$ cat src/rls_pkg.sv
// Shared types, constants and helpers for the random looping shift register.
// Used by rls_shift_core, rls_seq_scale and random_looping_shift_register.
package rls_pkg;

    localparam int DEF_MAX_LENGTH = 128;
    localparam int DEF_MAX_DELAY  = 32;

    localparam int LEVEL_W     = 12;
    localparam int DRAW_W      = 7;
    localparam int FACTOR_W    = 7;
    localparam int STEPS       = 8;
    localparam int CV_W        = 12;
    localparam int SEQ_W       = 16;
    localparam int SUM_W       = 15;
    localparam int TAPS_W      = 16;
    localparam int LEN_W       = 8;
    localparam int LEN_CMP_W   = 9;
    localparam int TICKS_W     = 6;
    localparam int DLY_CMP_W   = 7;
    localparam int CFG_IDX_W   = 3;
    localparam int CFG_DATA_W  = 16;
    localparam int IN_TDATA_W  = 128;
    localparam int OUT_TDATA_W = 56;

    localparam logic [CFG_IDX_W-1:0] REG_LENGTH       = 3'd0;
    localparam logic [CFG_IDX_W-1:0] REG_DELAY_ENABLE = 3'd1;
    localparam logic [CFG_IDX_W-1:0] REG_DELAY_TICKS  = 3'd2;
    localparam logic [CFG_IDX_W-1:0] REG_OR_TRIGGER   = 3'd3;
    localparam logic [CFG_IDX_W-1:0] REG_AND_TRIGGER  = 3'd4;
    localparam logic [CFG_IDX_W-1:0] REG_OR_GATE      = 3'd5;
    localparam logic [CFG_IDX_W-1:0] REG_AND_GATE     = 3'd6;
    localparam logic [CFG_IDX_W-1:0] REG_SEQ_MODE     = 3'd7;

    localparam logic [1:0] SEQ_OFF    = 2'd0;
    localparam logic [1:0] SEQ_SUM    = 2'd1;
    localparam logic [1:0] SEQ_SCALED = 2'd2;

    localparam logic [LEN_W-1:0]     RESET_LENGTH = 8'd16;
    localparam logic [TICKS_W-1:0]   RESET_TICKS  = 6'd4;
    localparam logic [LEN_CMP_W-1:0] MIN_LENGTH   = 9'd8;

    localparam logic [LEVEL_W-1:0]  BAND_LOW      = 12'd1700;
    localparam logic [LEVEL_W-1:0]  BAND_HIGH     = 12'd1800;
    localparam logic [FACTOR_W-1:0] FACTOR_MID    = 7'd50;
    localparam logic [FACTOR_W-1:0] FACTOR_ALWAYS = 7'd100;

    // level * 50 / 1700 is level / 34, done by a rounded-up reciprocal
    localparam int FACTOR_DIV     = 1700 / 50;
    localparam int FACTOR_SHIFT   = 18;
    localparam int FACTOR_RECIP_W = 13;
    localparam int FACTOR_PROD_W  = LEVEL_W + FACTOR_RECIP_W;
    localparam logic [FACTOR_RECIP_W-1:0] FACTOR_RECIP =
        FACTOR_RECIP_W'(((longint'(1) << FACTOR_SHIFT) + FACTOR_DIV - 1) / FACTOR_DIV);

    // sum * 4096 / 3500 is sum * 1024 / 875; scaled value / 3500 is (p >> 2) / 875
    localparam int SEQ_DIV     = 3500 / 4;
    localparam int Q1_SHIFT    = 25;
    localparam int Q1_RECIP_W  = 26;
    localparam int Q1_PROD_W   = SUM_W + Q1_RECIP_W;
    localparam logic [Q1_RECIP_W-1:0] Q1_RECIP =
        Q1_RECIP_W'(((longint'(1) << (Q1_SHIFT + 10)) + SEQ_DIV - 1) / SEQ_DIV);
    localparam int P_W         = SEQ_W + LEVEL_W;
    localparam int Q2_IN_W     = P_W - 2;
    localparam int Q2_SHIFT    = 36;
    localparam int Q2_RECIP_W  = 27;
    localparam int Q2_PROD_W   = Q2_IN_W + Q2_RECIP_W;
    localparam logic [Q2_RECIP_W-1:0] Q2_RECIP =
        Q2_RECIP_W'(((longint'(1) << Q2_SHIFT) + SEQ_DIV - 1) / SEQ_DIV);

    typedef struct packed {
        logic [LEN_W-1:0]   length_in_use;
        logic               delay_enable;
        logic [TICKS_W-1:0] delay_ticks;
        logic [TAPS_W-1:0]  or_trigger_taps;
        logic [TAPS_W-1:0]  and_trigger_taps;
        logic [TAPS_W-1:0]  or_gate_taps;
        logic [TAPS_W-1:0]  and_gate_taps;
        logic [1:0]         sequencer_mode;
    } cfg_t;

    typedef struct packed {
        logic [LEVEL_W-1:0]             control_level;
        logic [DRAW_W-1:0]              random_draw;
        logic [LEVEL_W-1:0]             scale_level;
        logic [STEPS-1:0][LEVEL_W-1:0]  step_level;
    } in_item_t;

    typedef struct packed {
        logic [CV_W-1:0]    cv_value;
        logic [CV_W-1:0]    delayed_cv;
        logic [STEPS-1:0]   step_bits;
        logic               trig_any;
        logic               trig_all;
        logic               gate_any;
        logic               gate_all;
        logic [SUM_W-1:0]   seq_sum;
        logic               seq_en;
        logic               seq_scaled;
        logic [LEVEL_W-1:0] scale_level;
    } stage1_t;

    typedef struct packed {
        logic [CV_W-1:0]  cv_value;
        logic [CV_W-1:0]  delayed_cv;
        logic [STEPS-1:0] step_bits;
        logic             or_trigger_out;
        logic             and_trigger_out;
        logic             or_gate_out;
        logic             and_gate_out;
        logic [SEQ_W-1:0] sequencer_cv;
    } out_item_t;

    typedef struct packed {
        logic ld1;
        logic ld2;
        logic ld3;
        logic ld4;
    } pipe_ctl_t;

    function automatic logic multi_tap(input logic [TAPS_W-1:0] mask);
        return (mask & (mask - 1'b1)) != '0;
    endfunction

endpackage

$ cat src/rls_shift_core.sv
// Loop register, flip decision, CV history, tap gates and step sum (stage 1).
// Depends on rls_pkg.
module rls_shift_core #(
    parameter int MAX_LENGTH = rls_pkg::DEF_MAX_LENGTH,
    parameter int MAX_DELAY  = rls_pkg::DEF_MAX_DELAY
) (
    input  logic               clk,
    input  logic               rst_n,
    input  rls_pkg::pipe_ctl_t ctl,
    input  rls_pkg::cfg_t      cfg,
    input  rls_pkg::in_item_t  item,
    output rls_pkg::stage1_t   s1
);

    localparam int LIDX_W = $clog2(MAX_LENGTH);
    localparam int HIDX_W = (MAX_DELAY > 1) ? $clog2(MAX_DELAY) : 1;
    localparam int TAP_N  = (MAX_LENGTH < rls_pkg::TAPS_W) ? MAX_LENGTH : rls_pkg::TAPS_W;

    logic [MAX_LENGTH-1:0]          loop_reg;
    logic [MAX_LENGTH-1:0]          loop_next;
    logic [rls_pkg::CV_W-1:0]       hist_reg  [MAX_DELAY];
    logic [rls_pkg::CV_W-1:0]       hist_next [MAX_DELAY];
    rls_pkg::stage1_t               s1_reg;
    rls_pkg::stage1_t               s1_next;

    logic [rls_pkg::LEN_CMP_W-1:0]     len;
    logic [LIDX_W-1:0]                 last_idx;
    logic [rls_pkg::FACTOR_PROD_W-1:0] factor_prod;
    logic [rls_pkg::FACTOR_W-1:0]      factor;
    logic                              flip;
    logic                              front;
    logic [rls_pkg::TAPS_W-1:0]        win;
    logic [rls_pkg::CV_W-1:0]          cv;
    logic [rls_pkg::DLY_CMP_W-1:0]     dly;
    logic [HIDX_W-1:0]                 hidx;
    logic [rls_pkg::SUM_W-1:0]         sum;

    always_comb
    begin
        len = {1'b0, cfg.length_in_use};
        if (len < rls_pkg::MIN_LENGTH)
        begin
            len = rls_pkg::MIN_LENGTH;
        end
        if (len > rls_pkg::LEN_CMP_W'(MAX_LENGTH))
        begin
            len = rls_pkg::LEN_CMP_W'(MAX_LENGTH);
        end
        last_idx = LIDX_W'(len - 1'b1);

        factor_prod = rls_pkg::FACTOR_PROD_W'(item.control_level)
                    * rls_pkg::FACTOR_PROD_W'(rls_pkg::FACTOR_RECIP);
        if (item.control_level < rls_pkg::BAND_LOW || item.control_level > rls_pkg::BAND_HIGH)
        begin
            factor = factor_prod[rls_pkg::FACTOR_SHIFT +: rls_pkg::FACTOR_W];
        end
        else
        begin
            factor = rls_pkg::FACTOR_MID;
        end

        if (factor == '0)
        begin
            flip = 1'b0;
        end
        else if (factor == rls_pkg::FACTOR_ALWAYS)
        begin
            flip = 1'b1;
        end
        else
        begin
            flip = item.random_draw <= factor;
        end

        front = loop_reg[last_idx] ^ flip;

        // rotate the looping part, keep the rest
        loop_next    = loop_reg;
        loop_next[0] = front;
        for (int i = 1; i < MAX_LENGTH; i++)
        begin
            if (rls_pkg::LEN_CMP_W'(i) < len)
            begin
                loop_next[i] = loop_reg[i-1];
            end
        end

        win = '0;
        for (int i = 0; i < TAP_N; i++)
        begin
            win[i] = (rls_pkg::LEN_CMP_W'(i) < len) & loop_next[i];
        end

        for (int i = 0; i < rls_pkg::CV_W; i++)
        begin
            cv[rls_pkg::CV_W-1-i] = win[i];
        end

        hist_next[0] = cv;
        for (int i = 1; i < MAX_DELAY; i++)
        begin
            hist_next[i] = hist_reg[i-1];
        end

        dly = {1'b0, cfg.delay_ticks};
        if (dly > rls_pkg::DLY_CMP_W'(MAX_DELAY))
        begin
            dly = rls_pkg::DLY_CMP_W'(MAX_DELAY);
        end
        hidx = HIDX_W'(dly - 1'b1);

        sum = '0;
        for (int i = 0; i < rls_pkg::STEPS; i++)
        begin
            if (win[i])
            begin
                sum = sum + rls_pkg::SUM_W'(item.step_level[i]);
            end
        end

        s1_next          = s1_reg;
        s1_next.cv_value = cv;
        if (!cfg.delay_enable)
        begin
            s1_next.delayed_cv = '0;
        end
        else if (dly == '0)
        begin
            s1_next.delayed_cv = cv;
        end
        else
        begin
            s1_next.delayed_cv = hist_reg[hidx];
        end
        s1_next.step_bits = win[rls_pkg::STEPS-1:0];

        // hold each trigger and gate output unless at least two of its taps are set
        if (rls_pkg::multi_tap(cfg.or_trigger_taps))
        begin
            s1_next.trig_any = |(cfg.or_trigger_taps & win);
        end
        if (rls_pkg::multi_tap(cfg.and_trigger_taps))
        begin
            s1_next.trig_all = &(~cfg.and_trigger_taps | win);
        end
        if (rls_pkg::multi_tap(cfg.or_gate_taps))
        begin
            s1_next.gate_any = |(cfg.or_gate_taps & win);
        end
        if (rls_pkg::multi_tap(cfg.and_gate_taps))
        begin
            s1_next.gate_all = &(~cfg.and_gate_taps | win);
        end

        s1_next.seq_sum     = sum;
        s1_next.scale_level = item.scale_level;
        unique case (cfg.sequencer_mode)
            rls_pkg::SEQ_SUM:
            begin
                s1_next.seq_en     = 1'b1;
                s1_next.seq_scaled = 1'b0;
            end
            rls_pkg::SEQ_SCALED:
            begin
                s1_next.seq_en     = 1'b1;
                s1_next.seq_scaled = 1'b1;
            end
            default:
            begin
                s1_next.seq_en     = 1'b0;
                s1_next.seq_scaled = 1'b0;
            end
        endcase
    end

    always_ff @(posedge clk or negedge rst_n)
    begin
        if (!rst_n)
        begin
            loop_reg <= '0;
            for (int i = 0; i < MAX_DELAY; i++)
            begin
                hist_reg[i] <= '0;
            end
            s1_reg <= '0;
        end
        else if (ctl.ld1)
        begin
            loop_reg <= loop_next;
            for (int i = 0; i < MAX_DELAY; i++)
            begin
                hist_reg[i] <= hist_next[i];
            end
            s1_reg <= s1_next;
        end
    end

    assign s1 = s1_reg;

endmodule

$ cat src/rls_seq_scale.sv
// Sequencer scaling pipeline (stages 2 to 4) and the result register.
// Depends on rls_pkg; fed by rls_shift_core.
module rls_seq_scale (
    input  logic                clk,
    input  logic                rst_n,
    input  rls_pkg::pipe_ctl_t  ctl,
    input  rls_pkg::stage1_t    s1,
    output rls_pkg::out_item_t  result
);

    rls_pkg::stage1_t              s2_info_reg;
    logic [rls_pkg::SEQ_W-1:0]     s2_q1_reg;
    rls_pkg::stage1_t              s3_info_reg;
    logic [rls_pkg::SEQ_W-1:0]     s3_q1_reg;
    logic [rls_pkg::P_W-1:0]       s3_p_reg;
    rls_pkg::out_item_t            out_reg;
    rls_pkg::out_item_t            out_next;

    logic [rls_pkg::Q1_PROD_W-1:0] q1_prod;
    logic [rls_pkg::P_W-1:0]       p_next;
    logic [rls_pkg::Q2_PROD_W-1:0] q2_prod;

    always_comb
    begin
        q1_prod = rls_pkg::Q1_PROD_W'(s1.seq_sum) * rls_pkg::Q1_PROD_W'(rls_pkg::Q1_RECIP);
        p_next  = rls_pkg::P_W'(s2_q1_reg) * rls_pkg::P_W'(s2_info_reg.scale_level);
        q2_prod = rls_pkg::Q2_PROD_W'(s3_p_reg[rls_pkg::P_W-1:2])
                * rls_pkg::Q2_PROD_W'(rls_pkg::Q2_RECIP);

        out_next                 = out_reg;
        out_next.cv_value        = s3_info_reg.cv_value;
        out_next.delayed_cv      = s3_info_reg.delayed_cv;
        out_next.step_bits       = s3_info_reg.step_bits;
        out_next.or_trigger_out  = s3_info_reg.trig_any;
        out_next.and_trigger_out = s3_info_reg.trig_all;
        out_next.or_gate_out     = s3_info_reg.gate_any;
        out_next.and_gate_out    = s3_info_reg.gate_all;
        if (s3_info_reg.seq_en)
        begin
            if (s3_info_reg.seq_scaled)
            begin
                out_next.sequencer_cv = q2_prod[rls_pkg::Q2_SHIFT +: rls_pkg::SEQ_W];
            end
            else
            begin
                out_next.sequencer_cv = s3_q1_reg;
            end
        end
    end

    always_ff @(posedge clk)
    begin
        if (ctl.ld2)
        begin
            s2_info_reg <= s1;
            s2_q1_reg   <= q1_prod[rls_pkg::Q1_SHIFT +: rls_pkg::SEQ_W];
        end
        if (ctl.ld3)
        begin
            s3_info_reg <= s2_info_reg;
            s3_q1_reg   <= s2_q1_reg;
            s3_p_reg    <= p_next;
        end
    end

    always_ff @(posedge clk or negedge rst_n)
    begin
        if (!rst_n)
        begin
            out_reg <= '0;
        end
        else if (ctl.ld4)
        begin
            out_reg <= out_next;
        end
    end

    assign result = out_reg;

endmodule

$ cat src/random_looping_shift_register.sv
// Top level of the random looping shift register: ports, configuration
// registers, input register and stage valids. Uses rls_pkg, rls_shift_core
// and rls_seq_scale.
//
//  channel   direction  handshake              payload
//  s_*       in         s_tvalid / s_tready    s_tdata: one tick request
//  m_*       out        m_tvalid / m_tready    m_tdata: one result per tick
//  cfg_*     in         cfg_we                 cfg_index, cfg_data
//
// One request per cycle sustained while m_tready is high. The rate is set by
// the loop register, which shifts and flips in the same cycle.
// Reset loads the register defaults and clears loop bits, CV history and
// held outputs at once. With m_tready low the result holds, the stages behind
// it fill bubbles, and s_tready drops once all five stages are full.
module random_looping_shift_register #(
    parameter int MAX_LENGTH = rls_pkg::DEF_MAX_LENGTH,
    parameter int MAX_DELAY  = rls_pkg::DEF_MAX_DELAY
) (
    input  logic                              clk,
    input  logic                              rst_n,
    input  logic                              s_tvalid,
    output logic                              s_tready,
    // control_level, random_draw, scale_level, step_level_0 .. step_level_7
    input  logic [rls_pkg::IN_TDATA_W-1:0]    s_tdata,
    output logic                              m_tvalid,
    input  logic                              m_tready,
    // cv_value, delayed_cv, step_bits, or_trigger_out, and_trigger_out,
    // or_gate_out, and_gate_out, sequencer_cv
    output logic [rls_pkg::OUT_TDATA_W-1:0]   m_tdata,
    input  logic                              cfg_we,
    input  logic [rls_pkg::CFG_IDX_W-1:0]     cfg_index,
    input  logic [rls_pkg::CFG_DATA_W-1:0]    cfg_data
);

    rls_pkg::cfg_t       cfg_reg;
    rls_pkg::cfg_t       cfg_next;
    rls_pkg::in_item_t   in_item;
    rls_pkg::in_item_t   s0_reg;
    rls_pkg::pipe_ctl_t  ctl;
    rls_pkg::stage1_t    s1;
    rls_pkg::out_item_t  result;

    logic v0_reg, v1_reg, v2_reg, v3_reg, v4_reg;
    logic ld0;

    always_comb
    begin
        in_item.control_level = s_tdata[11:0];
        in_item.random_draw   = s_tdata[18:12];
        in_item.scale_level   = s_tdata[30:19];
        for (int i = 0; i < rls_pkg::STEPS; i++)
        begin
            in_item.step_level[i] = s_tdata[31 + i*rls_pkg::LEVEL_W +: rls_pkg::LEVEL_W];
        end
    end

    always_comb
    begin
        cfg_next = cfg_reg;
        if (cfg_we)
        begin
            unique case (cfg_index)
                rls_pkg::REG_LENGTH:       cfg_next.length_in_use    = cfg_data[7:0];
                rls_pkg::REG_DELAY_ENABLE: cfg_next.delay_enable     = cfg_data[0];
                rls_pkg::REG_DELAY_TICKS:  cfg_next.delay_ticks      = cfg_data[5:0];
                rls_pkg::REG_OR_TRIGGER:   cfg_next.or_trigger_taps  = cfg_data;
                rls_pkg::REG_AND_TRIGGER:  cfg_next.and_trigger_taps = cfg_data;
                rls_pkg::REG_OR_GATE:      cfg_next.or_gate_taps     = cfg_data;
                rls_pkg::REG_AND_GATE:     cfg_next.and_gate_taps    = cfg_data;
                rls_pkg::REG_SEQ_MODE:     cfg_next.sequencer_mode   = cfg_data[1:0];
                default:                   cfg_next = cfg_reg;
            endcase
        end
    end

    always_comb
    begin
        ctl.ld4  = v3_reg && (!v4_reg || m_tready);
        ctl.ld3  = v2_reg && (!v3_reg || ctl.ld4);
        ctl.ld2  = v1_reg && (!v2_reg || ctl.ld3);
        ctl.ld1  = v0_reg && (!v1_reg || ctl.ld2);
        s_tready = !v0_reg || ctl.ld1;
        ld0      = s_tvalid && s_tready;
    end

    always_ff @(posedge clk or negedge rst_n)
    begin
        if (!rst_n)
        begin
            cfg_reg                  <= '0;
            cfg_reg.length_in_use    <= rls_pkg::RESET_LENGTH;
            cfg_reg.delay_ticks      <= rls_pkg::RESET_TICKS;
            v0_reg                   <= 1'b0;
            v1_reg                   <= 1'b0;
            v2_reg                   <= 1'b0;
            v3_reg                   <= 1'b0;
            v4_reg                   <= 1'b0;
        end
        else
        begin
            cfg_reg <= cfg_next;
            if (ld0)
            begin
                v0_reg <= 1'b1;
            end
            else if (ctl.ld1)
            begin
                v0_reg <= 1'b0;
            end
            if (ctl.ld1)
            begin
                v1_reg <= 1'b1;
            end
            else if (ctl.ld2)
            begin
                v1_reg <= 1'b0;
            end
            if (ctl.ld2)
            begin
                v2_reg <= 1'b1;
            end
            else if (ctl.ld3)
            begin
                v2_reg <= 1'b0;
            end
            if (ctl.ld3)
            begin
                v3_reg <= 1'b1;
            end
            else if (ctl.ld4)
            begin
                v3_reg <= 1'b0;
            end
            if (ctl.ld4)
            begin
                v4_reg <= 1'b1;
            end
            else if (m_tready)
            begin
                v4_reg <= 1'b0;
            end
        end
    end

    always_ff @(posedge clk)
    begin
        if (ld0)
        begin
            s0_reg <= in_item;
        end
    end

    rls_shift_core #(
        .MAX_LENGTH (MAX_LENGTH),
        .MAX_DELAY  (MAX_DELAY)
    ) u_core (
        .clk   (clk),
        .rst_n (rst_n),
        .ctl   (ctl),
        .cfg   (cfg_reg),
        .item  (s0_reg),
        .s1    (s1)
    );

    rls_seq_scale u_scale (
        .clk    (clk),
        .rst_n  (rst_n),
        .ctl    (ctl),
        .s1     (s1),
        .result (result)
    );

    assign m_tvalid = v4_reg;
    assign m_tdata  = {4'b0000,
                       result.sequencer_cv,
                       result.and_gate_out,
                       result.or_gate_out,
                       result.and_trigger_out,
                       result.or_trigger_out,
                       result.step_bits,
                       result.delayed_cv,
                       result.cv_value};

endmodule

$ cat config.mk
export PLATFORM = sky130hd
export DESIGN_NAME = random_looping_shift_register
export DESIGN_NICKNAME = d
export VERILOG_FILES = /design/src/rls_pkg.sv /design/src/rls_shift_core.sv /design/src/rls_seq_scale.sv /design/src/random_looping_shift_register.sv
export SDC_FILE = /design/constraint.sdc
export NUM_CORES = 2
export LEC_CHECK = 0
export ABC_AREA = 0
export BUFFER_PORTS_ARGS = -buffer_cell sky130_fd_sc_hd__buf_2
export CORE_MARGIN = 1.5
export CORE_UTILIZATION = 59
export CTS_BUF_LIST = sky130_fd_sc_hd__clkbuf_2 sky130_fd_sc_hd__clkbuf_4 sky130_fd_sc_hd__clkbuf_8
export DETAILED_ROUTE_END_ITERATION = 10
export PLACE_DENSITY = 0.84
export SYNTH_ARGS = -nofsm -noshare
export SYNTH_HDL_FRONTEND = slang
export SYNTH_SLANG_ARGS = --single-unit
$ cat constraint.sdc
create_clock -name clk -period 14.2 [get_ports clk]
set_input_delay 2.84 -clock clk [delete_from_list [all_inputs] [get_ports clk]]
set_output_delay 2.84 -clock clk [all_outputs]
set_load 0.01 [all_outputs]
======== Word-level counts from Yosys, hierarchy flattened ========
Cells that the tools add are included.
cells by class
  add/sub/neg operators ................... 13
  multiply operators ...................... 4
  magnitude comparators ................... 136
  equal/unequal tests ..................... 10
  mux-type cells .......................... 48
  bitwise logic cells ..................... 28
  reduce and logical (&&, ||, !) cells .... 157
operators with widths
  kind                                                 count
  < comparator 7 x 8 -> 1 bit, first input constant    64
  < comparator 6 x 8 -> 1 bit, first input constant    32
  AND reduction 2 bit                                  125
  < comparator 5 x 8 -> 1 bit, first input constant    16
  2-to-1 mux 15 bit                                    7
  bitwise AND 16 bit                                   6
  adder 15 x 12 -> 15 bit                              6
  < comparator 4 x 8 -> 1 bit, first input constant    8
  nonzero test 16 bit                                  4
  subtractor 16 x 1 -> 16 bit, second input constant   4
  binary-select mux 12 bit (select 5 bit)              1
  2-to-1 mux 12 bit                                    5
  multiplier 26 x 27 -> 52 bit, second input constant  1
  multiplier 15 x 26 -> 41 bit, second input constant  1
  < comparator 3 x 8 -> 1 bit, first input constant    4
  NOT 16 bit                                           2
  OR 16 bit                                            2
  AND reduction 16 bit                                 2
  OR reduction 16 bit                                  2
  multiplier 16 x 12 -> 28 bit                         1
  2-to-1 mux 1 bit                                     28
  multiplier 12 x 13 -> 25 bit, second input constant  1
  bitwise AND 1 bit                                    16
  < comparator 1 x 8 -> 1 bit, first input constant    2
  other kinds (32)                                     56
word-level totals
  register bits after elaboration ......... 978
  input bits .............................. 152
  output and inout bits ................... 58
  word-level logic and storage cells ...... 605

======== Longest topological paths before layout ========
  depth in word-level cells ............... 24
  depth in mapped cells ................... 85
  depth with buffers taken out ............ 84

======== Modules after synthesis ========
Synthesis repeated with hierarchy kept, for this count alone.
unflattened totals
  cell total of the unflattened synthesis .. 6,003
  area, all modules ....................... 71,582.4 sq um
modules (own cells, without submodules)
  module                         times used  cells an instance  area an instance (sq um)  sequential area each (sq um)
  rls_shift_core                 1           3,109              35,744.3                  13,938.4
  rls_seq_scale                  1           2,559              28,564.9                  5,685.5
  random_looping_shift_register  1           335                7,273.2                   5,968.2

======== Worst setup path before layout ========
OpenSTA, ideal clock, no wires.
  path kind ............................... register to register
  start point ............................. register s0_reg[124] (netlist name)
  end point ............................... register u_core.s1_reg, in the netlist u_core.s1[28]
  library setup time ...................... 0.135 ns
  data arrival time ....................... 15.056 ns
  data required time ...................... 14.065 ns
  path slack .............................. -0.992 ns
  cell stages (with the launch flop) ...... 83
  buffers on the path ..................... 1
  clock period less this slack ............ 15.192 ns
  cells stage by stage .................... edfxtp_1 fa_1 inv_1 fa_1 inv_1 fa_1 inv_1 fa_1 fa_1 inv_1 ha_1 a211oi_1 o21ai_0 o211a_1 nor3_1 o311a_1 or3_1 ha_1 (+47 left out) o21ai_0 o21ai_0 nand2b_1 xnor2_1 nand2_1 o31ai_1 o31ai_4 ha_1 xnor2_1 nand2_1 a21bo_2 ha_1 nand3_1 o211a_1 inv_1 nand3_1 xnor2_1 o21ai_0
between the ends
  cells in the longest elaborated chain, start to end .. 23
  elaborated cells between the ends (all ways) .. 27
  classes of those cells .................. add/sub: 7; mul: 1; order compare: 3; eq/ne: 1; mux: 11; bitwise: 2; reduce/logical: 2
ends and longest elaborated chain
  item                                                                  RTL line                                    source
  start: declaration                                                    random_looping_shift_register.sv:38         rls_pkg::in_item_t s0_reg;
  start signal: assignment                                              random_looping_shift_register.sv:149        s0_reg <= in_item;
  branches (longest 2 deep; another with multiplier 12 x 13 -> 25 bit)  --
  2-to-1 mux 7 bit *                                                    rls_shift_core.sv:53                        if (item.control_level < rls_pkg::BAND_LOW || item.control_level > rls_pkg::BAND_HIGH)
  <= comparator 7 bit or == test 7 bit (tied branches)                  rls_shift_core.sv:72, rls_shift_core.sv:66
  2-to-1 mux 1 bit                                                      rls_shift_core.sv:66                        else if (factor == rls_pkg::FACTOR_ALWAYS)
  2-to-1 mux 1 bit *                                                    rls_shift_core.sv:62                        if (factor == '0)
  XOR 1 bit *                                                           rls_shift_core.sv:75                        front = loop_reg[last_idx] ^ flip;
  bitwise AND 1 bit *                                                   rls_shift_core.sv:91                        win[i] = (rls_pkg::LEN_CMP_W'(i) < len) & loop_next[i];
  2-to-1 mux 12 bit *                                                   rls_shift_core.sv:115                       if (win[i])
  (+6 left out)                                                         --
  adder 15 x 12 -> 15 bit                                               rls_shift_core.sv:117                       sum = sum + rls_pkg::SUM_W'(item.step_level[i]);
  2-to-1 mux 15 bit *                                                   rls_shift_core.sv:115
  adder 15 x 12 -> 15 bit                                               rls_shift_core.sv:117
  2-to-1 mux 15 bit *                                                   rls_shift_core.sv:115
  adder 15 x 12 -> 15 bit                                               rls_shift_core.sv:117
  2-to-1 mux 15 bit *                                                   rls_shift_core.sv:115
  adder 15 x 12 -> 15 bit                                               rls_shift_core.sv:117
  2-to-1 mux 15 bit *                                                   rls_shift_core.sv:115
  end signal: assignment                                                rls_shift_core.sv:194                       s1_reg <= s1_next;
  end: declaration                                                      rls_shift_core.sv:23                        rls_pkg::stage1_t s1_reg;
Every way passes the cells marked *.
A chain may end at the register's enable or synchronous reset.

======== Worst setup path in the final report ========
  start point ............................. register s0_reg[126] (netlist name)
  end point ............................... register u_core.s1_reg, in the netlist u_core.s1[28]
The elaborated chain is that of the path after synthesis.

==> impl_metrics.xml <==
<?xml version="1.0" encoding="UTF-8"?>
<metrics>
  <group name="status">
    <metric name="status" unit="">finished with violations</metric>
    <metric name="failed_checks" unit="">negative setup slack</metric>
  </group>
  <group name="sta">
    <metric name="slew_violations" unit="">0</metric>
    <metric name="setup_viol" unit="">9</metric>
    <metric name="layout_min_cycle_time" unit="ps">15360</metric>
    <metric name="final.setup.worst_slack" unit="ps">-1160</metric>
    <metric name="worst_clock_skew" unit="ps">62.6</metric>
    <metric name="grt_setup_unrepaired" unit="">true</metric>
    <metric name="tightest_slew" unit="ps">1250</metric>
    <metric name="slew_headroom" unit="%">16.4</metric>
    <metric name="post-route-period-util" unit="%">108</metric>
    <metric name="fmaxAchievable" unit="GHz">0.0651</metric>
    <metric name="timing_hold_violations_final" unit="">0</metric>
    <metric name="timing.setup.tns" unit="ps">-7370</metric>
  </group>
  <group name="layout">
    <metric name="final_net_count" unit="">8463</metric>
    <metric name="mostFrequentLayoutCells" unit="">1538 x nand2_1, 783 x inv_1, 685 x dfrtp_1</metric>
    <metric name="final_common_cell" unit="">nand2_1</metric>
    <metric name="post_layout_nonfiller_instances" unit="">8770</metric>
    <metric name="largest_register_ffs" unit="">365</metric>
    <metric name="finalInstanceArea" unit="µm²">79000</metric>
    <metric name="area_growth" unit="%">13.5</metric>
    <metric name="final_layout_size_suffix_gt1_share" unit="%">20.0</metric>
  </group>
  <group name="critical_path">
    <metric name="worst_ep_arrival_time" unit="ps">16090</metric>
    <metric name="worst_path_largest_cell_delay" unit="ps">600</metric>
    <metric name="ff2ff_setup_slack" unit="ps">-1160</metric>
    <metric name="setup.worst_path.start_class" unit="">register</metric>
    <metric name="timing.rr.end" unit="">u_core.s1[28]</metric>
    <metric name="timing.rr.start" unit="">s0_reg[126]</metric>
    <metric name="cp_slowest_cell" unit="">fa_1</metric>
    <metric name="timing.critical_path.mode_cell" unit="">ha_4</metric>
    <metric name="worstPathMaxFanout" unit="">3</metric>
    <metric name="critical_path.startpoint" unit="">s0_reg[126]</metric>
    <metric name="cp-end-kind" unit="">register</metric>
    <metric name="crit_required" unit="ps">14930</metric>
    <metric name="r2r_cell_count" unit="">82</metric>
    <metric name="crit_type" unit="">register to register</metric>
  </group>
  <group name="clock_network">
    <metric name="clk_transition_reported_paths" unit="ps">60</metric>
    <metric name="clkLatencyLatePin" unit="ps">890</metric>
    <metric name="cts.path.max_buffers" unit="">3</metric>
    <metric name="post_cts_hold_buffer_count" unit="">0</metric>
    <metric name="cts-buffers-inserted" unit="">154</metric>
    <metric name="sinks_on_clock_net" unit="">944</metric>
    <metric name="number_of_h_tree_levels" unit="">4</metric>
    <metric name="cts.root.buffer_cell" unit="">clkbuf_8</metric>
    <metric name="cts_tree" unit="">yes</metric>
  </group>
  <group name="die">
    <metric name="fp.dieArea" unit="µm²">120000</metric>
    <metric name="die_h" unit="µm">346</metric>
    <metric name="horiz_die_dim" unit="µm">346</metric>
    <metric name="pin_count" unit="">210</metric>
    <metric name="num_rows" unit="">125</metric>
    <metric name="floorplan.initialDensity" unit="%">59.7</metric>
    <metric name="area_of_the_placeable_core" unit="µm²">117000</metric>
  </group>
  <group name="synthesis">
    <metric name="async_reset_ff_share" unit="%">72.8</metric>
    <metric name="synth.distinct_cells" unit="">104</metric>
    <metric name="synth.ff_latch_count" unit="">944</metric>
    <metric name="syn-cell-area" unit="µm²">69600</metric>
    <metric name="synth-main-ff-cell" unit="">dfrtp_1</metric>
    <metric name="yosysWarnings" unit="">0</metric>
    <metric name="postSynthAreaPerCell" unit="µm²">10.6</metric>
    <metric name="synth_sequential_area_ratio" unit="%">35.8</metric>
    <metric name="gate_count_after_technology_mapping" unit="">6597</metric>
    <metric name="synth_enable_flop_cells" unit="">257</metric>
  </group>
  <group name="detailed_routing">
    <metric name="avgRoutedWirePerCell" unit="µm">20.6</metric>
    <metric name="detailedRoute.firstIterationViolations" unit="">5191</metric>
    <metric name="avgViaCountPerCell" unit="">5.92</metric>
    <metric name="routed-via-count" unit="">51900</metric>
    <metric name="drt_pass1_iterations" unit="">9</metric>
    <metric name="antenna_left" unit="">0</metric>
    <metric name="drcViolationCount" unit="">0</metric>
    <metric name="drt-total-wl" unit="µm">181000</metric>
  </group>
  <group name="global_routing">
    <metric name="grt_util_all_layers" unit="%">30.3</metric>
    <metric name="first_global_vias" unit="">54200</metric>
    <metric name="antenna_found_initial" unit="">19</metric>
    <metric name="grt_pass1_wl" unit="µm">287000</metric>
    <metric name="grt_max_degree" unit="">259</metric>
    <metric name="grt-ovfl-total" unit="">0</metric>
  </group>
  <group name="placed_design">
    <metric name="place.gp.congestion" unit="">0.961</metric>
    <metric name="dp.final_hpwl" unit="µm">129000</metric>
    <metric name="postPlaceCellArea" unit="µm²">74600</metric>
    <metric name="placed_cells" unit="">8435</metric>
    <metric name="port-buffer-count" unit="">204</metric>
    <metric name="placement.setup.worst_slack" unit="ps">-1360</metric>
  </group>
  <group name="worst_hold_path">
    <metric name="worst_hold_path_type" unit="">register to register</metric>
    <metric name="holdPathStages" unit="">0</metric>
    <metric name="hold_path_startpoint" unit="">u_scale.s2_info_reg[30]</metric>
    <metric name="worst_hold_path.endpoint" unit="">u_scale.out_next[17]</metric>
  </group>
  <group name="job">
    <metric name="max-cap-violations" unit="">0</metric>
  </group>
</metrics>
-- routing by layer --
metal	vias to the layer above	track usage, %	wire [µm]
li1	23000	-	-
met1	25800	38.7	69600
met2	2502	49.2	86100
met3	613	6.66	15700
met4	16	14.5	8960
met5	-	0	105
-- worst max-delay path by stage --
| stage | cells after the start | slack (ps) | to |
|---|---|---|---|
| floorplan | 82 | -370 | u_core.s1[28] |
| global placement | 83 | -1080 | u_core.s1[28] |
| detailed placement | 81 | -1360 | u_core.s1[28] |
| CTS | 84 | -1030 | u_core.s1[28] |
| global route | 82 | -1890 | u_core.s1[28] |
| finish | 82 | -1160 | u_core.s1[28] |
-- through the flow --
| stage | hold slack (ps) | util, % |
|---|---|---|
| finish | 418 | 67.8 |
| global route | 425 | 67.8 |
| CTS | 418 | 67.3 |
| detailed placement | 405 | 64.0 |
| global placement | 402 | 64.0 |
| floorplan | 400 | - |
-- worst max-delay path: cells and delay by family, from the launching register on --
family	cells	cell delay [ps]
adders and majority gates	15	5140
AOI/OAI and AO/OA	27	4580
and+or+nand+nor	20	2690
xor gates and xnor gates	8	1190
buffers and inverters	12	1120
DFF	1	420
-- synthesized netlist by cell type (24+ instances only) --
| cell | count | share of area (%) |
|---|---|---|
| a21oi_1 | 179 | 1.3 |
| o21ai_0 | 208 | 1.5 |
| o21a_1 | 29 | 0.31 |
| mux4_2 | 136 | 4.4 |
| inv_1 | 792 | 4.3 |
| nand2_1 | 1540 | 8.3 |
| clkbuf_1 | 203 | 1.1 |
| a21o_1 | 42 | 0.45 |
| mux2_2 | 222 | 3.6 |
| nor2b_1 | 33 | 0.30 |
| edfxtp_1 | 257 | 11 |
| xnor2_1 | 89 | 1.1 |
| nor2_1 | 178 | 0.96 |
| dfrtp_1 | 685 | 25 |
| xor2_1 | 42 | 0.53 |
| a31oi_1 | 34 | 0.31 |
| ha_1 | 608 | 11 |
| nand2b_1 | 33 | 0.30 |
| fa_1 | 596 | 17 |
| mux2i_1 | 35 | 0.50 |
| a211oi_1 | 36 | 0.39 |
| and2_1 | 89 | 0.80 |
| nand3_1 | 49 | 0.35 |
| and3_1 | 24 | 0.22 |
| buf_1 | 26 | 0.14 |
| nor3_1 | 47 | 0.34 |
-- final cells by class --
cell class	instances	area, µm²
clock inverters	48	533
multi-input cells	4609	41600
well taps	1524	1910
repair buffers	604	4100
clock buffers	237	2910
diodes	10	25.0
fillers	7806	37500
inverters	794	2980
flip-flops and latches	944	24900
-- timing repair --
action | 4_1_cts | 5_1_grt
resized for setup | 48 | 81
endpoints found under the setup margin | 9 | 13
hold endpoints to repair | 0 | 0
setup buffers | 22 | 18
pin swaps | 58 | 61
-- logic make-up (layout without fill, tap and decap cells) --
family                   after synthesis  after routing  synth area share (%)
buffers and inverters               1047           1683                  5.80
XOR/XNOR                             132            132                  1.69
AO/OA/AOI/OAI                        751            751                  7.09
adder cells (fa/ha/maj)             1216           1216                  28.2
flip-flops                           944            944                  35.8
multiplexers                         396            396                  8.59
other                                  1             14               0.00539
AND/OR/NAND/NOR                     2110           2110                  12.8
Power is not shown: default switching activity piles up to over one toggle a cycle in this logic, so the estimate is an artifact.
